**config.mk**
```make
export PLATFORM = sky130hd
export DESIGN_NAME = nbi_sequencer
export DESIGN_NICKNAME = d
export VERILOG_FILES = /design/src/sv/nbi_pkg.sv /design/src/sv/nbi_sequencer.sv
export SDC_FILE = /design/constraint.sdc
export NUM_CORES = 1
export LEC_CHECK = 0
export ABC_AREA = 1
export ABC_CLOCK_PERIOD_IN_PS = 2500
export BUFFER_PORTS_ARGS = -buffer_cell sky130_fd_sc_hd__buf_2
export CAP_MARGIN = 20
export CORE_ASPECT_RATIO = 1.2
export CORE_UTILIZATION = 54
export CTS_CLUSTER_DIAMETER = 50
export DETAILED_ROUTE_END_ITERATION = 8
export PLACE_DENSITY_LB_ADDON = 0.25
export SETUP_SLACK_MARGIN = 0.02
export SLEW_MARGIN = 20
export SYNTH_ARGS = -nofsm -noshare
export SYNTH_HDL_FRONTEND = slang
export SYNTH_SLANG_ARGS = --single-unit
```
**constraint.sdc**
```tcl
create_clock -name clk -period 2.5 [get_ports clk]
set_input_delay 0.625 -clock clk [delete_from_list [all_inputs] [get_ports clk]]
set_output_delay 0.625 -clock clk [all_outputs]
set_load 0.03 [all_outputs]
```
**src/sv/nbi_pkg.sv**
```systemverilog
`timescale 1ns / 1ps
// ----------------------------------------------------------------------------
// nbi_pkg: shared types, constants and microcode for the 8-channel notch and
// bandpass filter.
// Holds the word types, the coefficient table and the sequencer program.
// ----------------------------------------------------------------------------
package nbi_pkg;

  localparam int CHANNELS_DEF = 8;
  localparam int MAX_CH       = 8;
  localparam int SAMPLE_W     = 16;
  localparam int HIST_W       = 24;
  localparam int COEF_W       = 24;
  localparam int OPND_W       = HIST_W + 1;
  localparam int PROD_W       = OPND_W + COEF_W;
  localparam int ACC_W        = PROD_W + 3;
  localparam int PC_W         = 5;
  localparam int LAST_STEP    = 16;

  typedef struct packed {
    logic signed [SAMPLE_W-1:0] sample_ch0;
    logic signed [SAMPLE_W-1:0] sample_ch1;
    logic signed [SAMPLE_W-1:0] sample_ch2;
    logic signed [SAMPLE_W-1:0] sample_ch3;
    logic signed [SAMPLE_W-1:0] sample_ch4;
    logic signed [SAMPLE_W-1:0] sample_ch5;
    logic signed [SAMPLE_W-1:0] sample_ch6;
    logic signed [SAMPLE_W-1:0] sample_ch7;
  } in_word_t;

  typedef struct packed {
    logic signed [SAMPLE_W-1:0] filtered_ch0;
    logic signed [SAMPLE_W-1:0] filtered_ch1;
    logic signed [SAMPLE_W-1:0] filtered_ch2;
    logic signed [SAMPLE_W-1:0] filtered_ch3;
    logic signed [SAMPLE_W-1:0] filtered_ch4;
    logic signed [SAMPLE_W-1:0] filtered_ch5;
    logic signed [SAMPLE_W-1:0] filtered_ch6;
    logic signed [SAMPLE_W-1:0] filtered_ch7;
  } out_word_t;

  typedef enum logic [3:0] {
    OP_ZERO, OP_X, OP_NX0, OP_NX1, OP_NY0, OP_NY1, OP_VBX3, OP_BX1,
    OP_BY0, OP_BY1, OP_BY2, OP_BY3
  } opnd_sel_t;

  // Feedback coefficients are stored already negated.
  typedef enum logic [3:0] {
    CF_NB0, CF_NA1, CF_NNA1, CF_NNA2, CF_BB0, CF_BB2,
    CF_NBA1, CF_NBA2, CF_NBA3, CF_NBA4
  } coef_sel_t;

  typedef enum logic [1:0] {ACC_NONE, ACC_LOAD, ACC_ADD} acc_op_t;
  typedef enum logic [1:0] {ACT_NONE, ACT_NOTCH, ACT_BAND, ACT_EMIT} act_t;
  typedef enum logic [1:0] {JMP_NEXT, JMP_CHAN, JMP_OUT} jmp_t;

  typedef struct packed {
    opnd_sel_t       opnd;
    coef_sel_t       coef;
    logic            mul_en;
    acc_op_t         acc;
    act_t            act;
    jmp_t            jmp;
    logic [PC_W-1:0] target;
  } ucode_t;

  typedef struct packed {
    logic busy;
    logic out_load;
  } seq_stat_t;

  localparam ucode_t UC_NOP = '{opnd: OP_ZERO, coef: CF_NB0, mul_en: 1'b0,
                                acc: ACC_NONE, act: ACT_NONE, jmp: JMP_NEXT,
                                target: '0};

  function automatic logic signed [COEF_W-1:0] coef_value(input coef_sel_t c);
    logic signed [COEF_W-1:0] v;
    case (c)
      CF_NB0:  v = 24'sd1021313;
      CF_NA1:  v = -24'sd1942697;
      CF_NNA1: v = 24'sd1942697;
      CF_NNA2: v = -24'sd994155;
      CF_BB0:  v = 24'sd109157;
      CF_BB2:  v = -24'sd218314;
      CF_NBA1: v = 24'sd2855377;
      CF_NBA2: v = -24'sd2997774;
      CF_NBA3: v = 24'sd1517331;
      CF_NBA4: v = -24'sd335230;
      default: v = '0;
    endcase
    return v;
  endfunction

  function automatic ucode_t mk(input opnd_sel_t o, input coef_sel_t c,
                                input logic m, input acc_op_t a,
                                input act_t t, input jmp_t j);
    ucode_t w;
    w.opnd   = o;
    w.coef   = c;
    w.mul_en = m;
    w.acc    = a;
    w.act    = t;
    w.jmp    = j;
    w.target = '0;
    return w;
  endfunction

  // One channel takes steps 0 to 15. Each accumulate step adds the product
  // formed in the step before it.
  function automatic ucode_t ucode_rom(input logic [PC_W-1:0] pc);
    ucode_t w;
    case (pc)
      5'd0:    w = mk(OP_X,    CF_NB0,  1'b1, ACC_NONE, ACT_NONE,  JMP_NEXT);
      5'd1:    w = mk(OP_NX0,  CF_NA1,  1'b1, ACC_LOAD, ACT_NONE,  JMP_NEXT);
      5'd2:    w = mk(OP_NX1,  CF_NB0,  1'b1, ACC_ADD,  ACT_NONE,  JMP_NEXT);
      5'd3:    w = mk(OP_NY0,  CF_NNA1, 1'b1, ACC_ADD,  ACT_NONE,  JMP_NEXT);
      5'd4:    w = mk(OP_NY1,  CF_NNA2, 1'b1, ACC_ADD,  ACT_NONE,  JMP_NEXT);
      5'd5:    w = mk(OP_ZERO, CF_NB0,  1'b0, ACC_ADD,  ACT_NONE,  JMP_NEXT);
      5'd6:    w = mk(OP_ZERO, CF_NB0,  1'b0, ACC_NONE, ACT_NOTCH, JMP_NEXT);
      5'd7:    w = mk(OP_VBX3, CF_BB0,  1'b1, ACC_NONE, ACT_NONE,  JMP_NEXT);
      5'd8:    w = mk(OP_BX1,  CF_BB2,  1'b1, ACC_LOAD, ACT_NONE,  JMP_NEXT);
      5'd9:    w = mk(OP_BY0,  CF_NBA1, 1'b1, ACC_ADD,  ACT_NONE,  JMP_NEXT);
      5'd10:   w = mk(OP_BY1,  CF_NBA2, 1'b1, ACC_ADD,  ACT_NONE,  JMP_NEXT);
      5'd11:   w = mk(OP_BY2,  CF_NBA3, 1'b1, ACC_ADD,  ACT_NONE,  JMP_NEXT);
      5'd12:   w = mk(OP_BY3,  CF_NBA4, 1'b1, ACC_ADD,  ACT_NONE,  JMP_NEXT);
      5'd13:   w = mk(OP_ZERO, CF_NB0,  1'b0, ACC_ADD,  ACT_NONE,  JMP_NEXT);
      5'd14:   w = mk(OP_ZERO, CF_NB0,  1'b0, ACC_NONE, ACT_BAND,  JMP_NEXT);
      5'd15:   w = mk(OP_ZERO, CF_NB0,  1'b0, ACC_NONE, ACT_EMIT,  JMP_CHAN);
      5'd16:   w = mk(OP_ZERO, CF_NB0,  1'b0, ACC_NONE, ACT_NONE,  JMP_OUT);
      default: w = mk(OP_ZERO, CF_NB0,  1'b0, ACC_NONE, ACT_NONE,  JMP_OUT);
    endcase
    return w;
  endfunction

endpackage

```
**src/sv/nbi_sequencer.sv**
```systemverilog
`timescale 1ns / 1ps
// ----------------------------------------------------------------------------
// nbi_sequencer: microcode step counter and channel loop.
// Reads the program table, steps through it once per channel and hands the
// finished word to the output register when that register is free.
// ----------------------------------------------------------------------------
module nbi_sequencer
  import nbi_pkg::*;
#(
  parameter int CHANNELS = CHANNELS_DEF,
  localparam int CH_W = (CHANNELS > 1) ? $clog2(CHANNELS) : 1
) (
  input  logic            clk,
  input  logic            rst_n,
  input  logic            start,
  input  logic            out_free,
  output ucode_t          uc,
  output logic [CH_W-1:0] ch,
  output seq_stat_t       stat
);

  logic            busy_r, busy_nxt;
  logic [PC_W-1:0] pc_r, pc_nxt;
  logic [CH_W-1:0] ch_r, ch_nxt;
  logic            out_load;
  ucode_t          word;

  assign word = ucode_rom(pc_r);
  assign uc   = busy_r ? word : UC_NOP;
  assign ch   = ch_r;
  assign stat = '{busy: busy_r, out_load: out_load};

  always_comb begin
    busy_nxt = busy_r;
    pc_nxt   = pc_r;
    ch_nxt   = ch_r;
    out_load = 1'b0;
    if (!busy_r) begin
      if (start) begin
        busy_nxt = 1'b1;
        pc_nxt   = '0;
        ch_nxt   = '0;
      end
    end else begin
      case (word.jmp)
        JMP_NEXT: pc_nxt = pc_r + PC_W'(1);
        JMP_CHAN: begin
          if (ch_r == CH_W'(CHANNELS - 1)) begin
            pc_nxt = pc_r + PC_W'(1);
          end else begin
            ch_nxt = ch_r + CH_W'(1);
            pc_nxt = word.target;
          end
        end
        JMP_OUT: begin
          if (out_free) begin
            out_load = 1'b1;
            busy_nxt = 1'b0;
          end
        end
        default: busy_nxt = 1'b0;
      endcase
    end
  end

  always_ff @(posedge clk) begin
    if (!rst_n) begin
      busy_r <= 1'b0;
      pc_r   <= '0;
      ch_r   <= '0;
    end else begin
      busy_r <= busy_nxt;
      pc_r   <= pc_nxt;
      ch_r   <= ch_nxt;
    end
  end

  a_ch_range: assert property (@(posedge clk) disable iff (!rst_n)
    busy_r |-> (ch_r <= CH_W'(CHANNELS - 1)))
    else $error("channel index beyond the last channel");

  a_pc_range: assert property (@(posedge clk) disable iff (!rst_n)
    busy_r |-> (pc_r <= PC_W'(LAST_STEP)))
    else $error("step counter ran past the program");

  a_start: assert property (@(posedge clk) disable iff (!rst_n)
    (start && !busy_r) |=> (busy_r && pc_r == '0 && ch_r == '0))
    else $error("accepted word did not start the program at channel zero");

endmodule

```
==> results of run 1 <==
## path summary, 6_finish.rpt
kind              startpoint        to  slack [ps]
setup reg to reg      busy_r  word[14]         350
hold reg to reg        ch[0]     ch[0]         520
hold / removal         ch[0]     ch[0]         520
setup / recovery      busy_r    uc[10]         300
## per-stage QoR
step / instance area (um^2) / cells / hold WS [ps] / utilization / power, W
2_1_floorplan: 1500 / 196 / 568 / - / 0.000520
3_3_place_gp: 1590 / 243 / 471 / 0.616 / 0.000535
3_5_place_dp: 1590 / 243 / 493 / 0.616 / 0.000538
4_1_cts: 1610 / 246 / 524 / 0.624 / 0.000701
5_1_grt: 1610 / 246 / 534 / 0.624 / 0.000729
6_report: 1610 / 246 / 519 / 0.624 / 0.000694
## layout make-up
| class | instances | area share |
|---|---|---|
| Clock buffer | 3 | 0.0140 |
| Inverter | 42 | 0.109 |
| Multi-Input combinational cell | 120 | 0.477 |
| Sequential cell | 24 | 0.299 |
| Tap cell | 33 | 0.0257 |
| Timing Repair Buffer | 24 | 0.0762 |
## routing by layer
metal,up-vias,global-route usage
li1,614,-
met2,26,0.361
met4,0,0.0857
met1,541,0.254
met3,4,0.0256
met5,-,0
## worst max-delay path: cells and delay by family (launching register included)
kind          cells  cell delay [ps]
flops             1              680
buf+inv           3              520
simple gates      1               70
## cells in the final DEF (no fill, tap or decap), types with 2 or more instances in the layout
master     n
a32o_1     2
conb_1     5
a21oi_1    3
nand3_2    2
ha_1       8
inv_2      2
o21ai_1    3
inv_1     35
nor2_1     9
a21oi_2    3
inv_4      3
buf_2     23
clkbuf_4   3
o21ai_0    5
nand3_1    9
nand2_1   42
dfxtp_1   24
nor2_8     2
nand2_2    8
nor3_1     2
nand2_4    7
## flip-flops by register name, indices dropped and copies added, names as in the netlist
signal / flops
pc_r: 5
word: 15
ch: 3
busy_r: 1
## logic make-up (layout without fill, tap and decap cells)
logic type / count (synthesis) / in the layout / share of synthesized area
compound gates: 19 / 19 / 0.0892
fa+ha+maj: 8 / 8 / 0.0673
xor+xnor: 1 / 1 / 0.00589
flops: 24 / 24 / 0.323
other cells: 1 / 5 / 0.00252
buf+inv: 52 / 69 / 0.171
simple gates: 87 / 87 / 0.341
## power groups by stage
stage | combinational [W] | sequential (W) | clock [W]
after floorplan | 0.000113 | 0.000407 | 0
final | 0.000126 | 0.000404 | 0.000163
after detailed placement | 0.000125 | 0.000413 | 0
after CTS | 0.000126 | 0.000405 | 0.000170
after global placement | 0.000123 | 0.000412 | 0
after global routing | 0.000141 | 0.000406 | 0.000182
==> impl_metrics.py, run 1 <==
metrics = {
    "hold_path": {
        "hold_path_class": "flip-flop to flip-flop",
        "worstHoldPathCells": 1,
    },
    "sta": {
        "period_minus_slack_ps": 2200,
        "rsz0062_at_grt": "false",
        "setup_tns_ps": 0,
        "clock_skew_ps": 13.4,
        "drv_slew": 0,
        "setup_violations": 0,
        "fmax_mhz": 454,
        "slew-limit-headroom": 0.645,
        "period_share": 0.881,
        "tightest_slew_ps": 532,
        "setup_ws_ps": 298,
        "hold_viol": 0,
    },
    "grt": {
        "grt_pass1_vias": 1027,
        "antenna_found_initial": 0,
        "grt_start_max_net_pins": 16,
        "overflow": 0,
        "grt_first_pass_wirelength_mm": 4.55,
        "grt_util_all_layers": 0.206,
    },
    "cells_and_area": {
        "final_nets": 227,
        "multi_input_area_um2": 767,
        "final_layout_size_suffix_gt1_frac": 0.291,
        "n_antenna_cell": 0,
        "area_growth_pct": 8.25,
        "fillers": 254,
        "seq_area_um2": 480,
    },
    "power_and_ir_drop": {
        "worst_ir_drop_vdd_mv": 0.382,
        "p_switching_w": 0.000205,
        "combPwrFrac": 0.181,
        "leakagePower_nw": 0.982,
        "intPower_w": 0.000489,
        "seqPwrFrac": 0.583,
        "p_per_area_nw_per_um2": 431,
        "p_sw_frac": 0.295,
        "clockPowerShare": 0.235,
    },
    "routing": {
        "postRouteAntennaNets": 0,
        "dr_total_vias": 1185,
        "drt-met1-wl_mm": 1.14,
        "wl_per_cell_um": 10.6,
        "top_layer": "met4",
        "viasPerCell": 4.82,
        "route.met3.wl_um": 79,
        "dr.pass1.iters": 4,
        "wl_met2_mm": 1.35,
        "drt_iter0_drc": 21,
        "drc": 0,
        "routed_wl_mm": 2.62,
    },
    "place": {
        "post-dp-hpwl_mm": 2.13,
        "gp_congestion": 0.845,
        "dpl_worst_slack_ps": 332,
        "numPortBuffers": 23,
    },
    "synth": {
        "yosysTopAreaCell": "dfxtp_1",
        "synthCells": 192,
        "async_flop_share": 0,
        "yosysTopAreaCellShare": 0.323,
        "ys_seq_area_frac": 0.323,
        "synth-seq-cells": 24,
        "ys_top_cells_by_count": "42 x nand2_1, 35 x inv_1, 24 x dfxtp_1, 9 x nand3_1, 9 x nor2_1",
        "ys_dominant_reg_cell": "dfxtp_1",
        "synth_area_um2": 1490,
        "yosysUniqueCellTypes": 34,
        "avgSynthCellArea_um2": 7.74,
        "synth-edff-count": 0,
        "ys_warn_count": 0,
        "yosys-top-cells-area": "dfxtp_1 32%, nand2_1 11%, inv_1 8.8%, ha_1 6.7%, nand2_4 5.3%",
        "yosysMostFrequentCell": "nand2_1",
    },
    "floorplan": {
        "pin_count": 29,
        "die_h_um": 59.5,
        "die-area_um2": 2970,
        "initial_utilization": 0.577,
        "std_cell_rows": 20,
        "core_um2": 2580,
        "die_w_um": 49.9,
    },
    "setup_path": {
        "required_ps": 1880,
        "max_stage_delay_ps": 680,
        "arrival_ps": 1580,
        "crit_slowest_cell": "dfxtp_1",
        "worst_setup_path_start_kind": "flip-flop",
        "end_kind": "primary output",
        "cp_max_fo": 15,
        "path_cells": "buf_4 > nand2_1 > inv_1 > buf_2",
        "worstSetupPathType": "flip-flop to primary output",
        "rr_worst_depth": 11,
    },
    "cts": {
        "clockBufferDepth": 2,
        "htreeDepth": 1,
        "clkTransAtPathRegs_ps": 130,
        "post_cts_buffers": 0,
        "root_buffer": "clkbuf_4",
        "cts_hold_buf": 0,
        "cts_tree": "done",
        "cts.sinks": 24,
        "cts_resized": 0,
        "numCtsBuffers": 3,
        "insertion_delay_ps": 310,
    },
    "outcome": {
        "outcome": "completed",
    },
    "flow_run": {
        "maxCapViolCount": 0,
    },
}
No activity file was read; power rests on OpenSTA's default activity.
==> run 2: changes to the inputs <==
--- a/config.mk
+++ b/config.mk
@@ -14,6 +14,7 @@
 export CTS_CLUSTER_DIAMETER = 50
 export DETAILED_ROUTE_END_ITERATION = 8
 export PLACE_DENSITY_LB_ADDON = 0.25
+export RECOVER_POWER = 25
 export SETUP_SLACK_MARGIN = 0.02
 export SLEW_MARGIN = 20
 export SYNTH_ARGS = -nofsm -noshare
==> impl_metrics.py, run 2 (synthesis gave the netlist of run 1 again) <==
metrics = {
    "sta": {
        "fmax_mhz": 448,
        "rsz0062_at_grt": "false",
        "drv_slew": 0,
        "clock_skew_ps": 13.4,
        "setup_ws_ps": 266,
        "slew-limit-headroom": 0.645,
        "setup_tns_ps": 0,
        "period_minus_slack_ps": 2230,
        "tightest_slew_ps": 531,
        "period_share": 0.894,
        "hold_viol": 0,
        "setup_violations": 0,
    },
    "cells_and_area": {
        "area_growth_pct": 3.62,
        "final_nets": 227,
        "final_cell_mix": "47 x nand2_1, 35 x inv_1, 24 x dfxtp_1",
        "n_antenna_cell": 0,
        "fin_cells": 246,
        "final_area_um2": 1540,
        "final_util": 0.598,
        "final_layout_size_suffix_gt1_frac": 0.244,
        "final_common_cell": "nand2_1",
        "largest_reg_flops": 15,
    },
    "cts": {
        "root_buffer": "clkbuf_4",
        "post_cts_buffers": 0,
        "cts.sinks": 24,
        "htreeDepth": 1,
        "clockBufferDepth": 2,
        "cts_tree": "done",
        "insertion_delay_ps": 310,
        "numCtsBuffers": 3,
        "clkTransAtPathRegs_ps": 130,
        "cts_hold_buf": 0,
        "cts_resized": 0,
    },
    "hold_path": {
        "hold_path_class": "flip-flop to flip-flop",
    },
    "setup_path": {
        "max_stage_delay_ps": 560,
        "path_cells": "nand2_1 > inv_4 > nor2_8 > or2_1 > nand3_1 > inv_1 > ha_1 > nand3_1 > inv_1 > nand3_1 > o21ai_1",
        "required_ps": 2700,
        "crit_slowest_cell": "dfxtp_1",
        "crit_top_cell": "nand3_1",
        "worstSetupPathType": "flip-flop to flip-flop",
        "cp_max_fo": 6,
        "worst_setup_path_start_kind": "flip-flop",
        "end_kind": "flip-flop",
        "arrival_ps": 2440,
    },
    "floorplan": {
        "die_h_um": 59.5,
        "std_cell_rows": 20,
        "initial_utilization": 0.577,
        "die-area_um2": 2970,
        "pin_count": 29,
        "core_um2": 2580,
        "die_w_um": 49.9,
    },
    "grt": {
        "grt_pass1_vias": 1027,
        "grt_util_all_layers": 0.206,
        "grt_start_max_net_pins": 16,
        "grt_first_pass_wirelength_mm": 4.55,
        "antenna_found_initial": 0,
        "overflow": 0,
    },
    "place": {
        "dpl_worst_slack_ps": 332,
        "numPortBuffers": 23,
        "place_area_um2": 1590,
        "post-dp-hpwl_mm": 2.13,
        "gp_congestion": 0.845,
        "dp.cells": 243,
    },
    "power_and_ir_drop": {
        "worst_ir_drop_vdd_mv": 0.381,
        "leakagePower_nw": 0.927,
        "p_per_area_nw_per_um2": 445,
    },
    "routing": {
        "wl_per_cell_um": 10.7,
        "routed_wl_mm": 2.63,
        "dr.pass1.iters": 4,
        "postRouteAntennaNets": 0,
        "drc": 0,
        "viasPerCell": 4.79,
        "dr_total_vias": 1178,
        "drt_iter0_drc": 20,
    },
    "flow_run": {
        "maxCapViolCount": 0,
    },
    "outcome": {
        "outcome": "completed",
    },
}
==> run 2: cell types whose count changed in the layout (fill, tap and decap cells not counted), sizes merged <==
| cell | before | now |
|---|---|---|
| clkbuf | 3 | 6 |
| buf | 24 | 21 |
==> run 2: per-stage QoR <==
stage,hold WS (ps),total power (W)
floorplan,568,0.000520
global placement,471,0.000535
detailed placement,493,0.000538
CTS,524,0.000701
global route,538,0.000722
finish,522,0.000686
==> run 2: worst max-delay path: cells and delay by family, from the launching register on <==
| kind | cells | cell delay, ps |
|---|---|---|
| flops | 1 | 560 |
| compound gates | 1 | 70 |
| fa+ha+maj | 1 | 220 |
| simple gates | 6 | 940 |
| buf+inv | 3 | 310 |
==> run 2: report_power, final <==
part | internal [W] | leakage (nW) | total, W | switching, W
Clock | 0.0000563 | 0.0138 | 0.000163 | 0.000107
Combinational | 0.0000360 | 0.718 | 0.000120 | 0.0000838
Sequential | 0.000395 | 0.195 | 0.000403 | 0.00000786
Total | 0.000487 | 0.927 | 0.000686 | 0.000199
==> run 2: final timing paths <==
kind,end,slack (ps),cells past startpoint,start
max,word[14],270,11,busy_r
min,ch[0],520,1,ch[0]
max reg2reg,word[14],270,11,busy_r
min reg2reg,ch[0],520,1,ch[0]
==> run 2: final cells by class <==
class | count | area [um^2]
fill | 268 | 1040
multi-input combinational | 120 | 702
sequential | 24 | 480
inverter | 42 | 175
timing repair buffer | 24 | 119
tap | 33 | 41.3
clock buffer | 3 | 22.5
==> run 2: routing by layer <==
layer	track usage	routed length (um)
met3	0.0256	61
met2	0.361	1350
met4	0.0857	46
met1	0.254	1180
met5	0	0
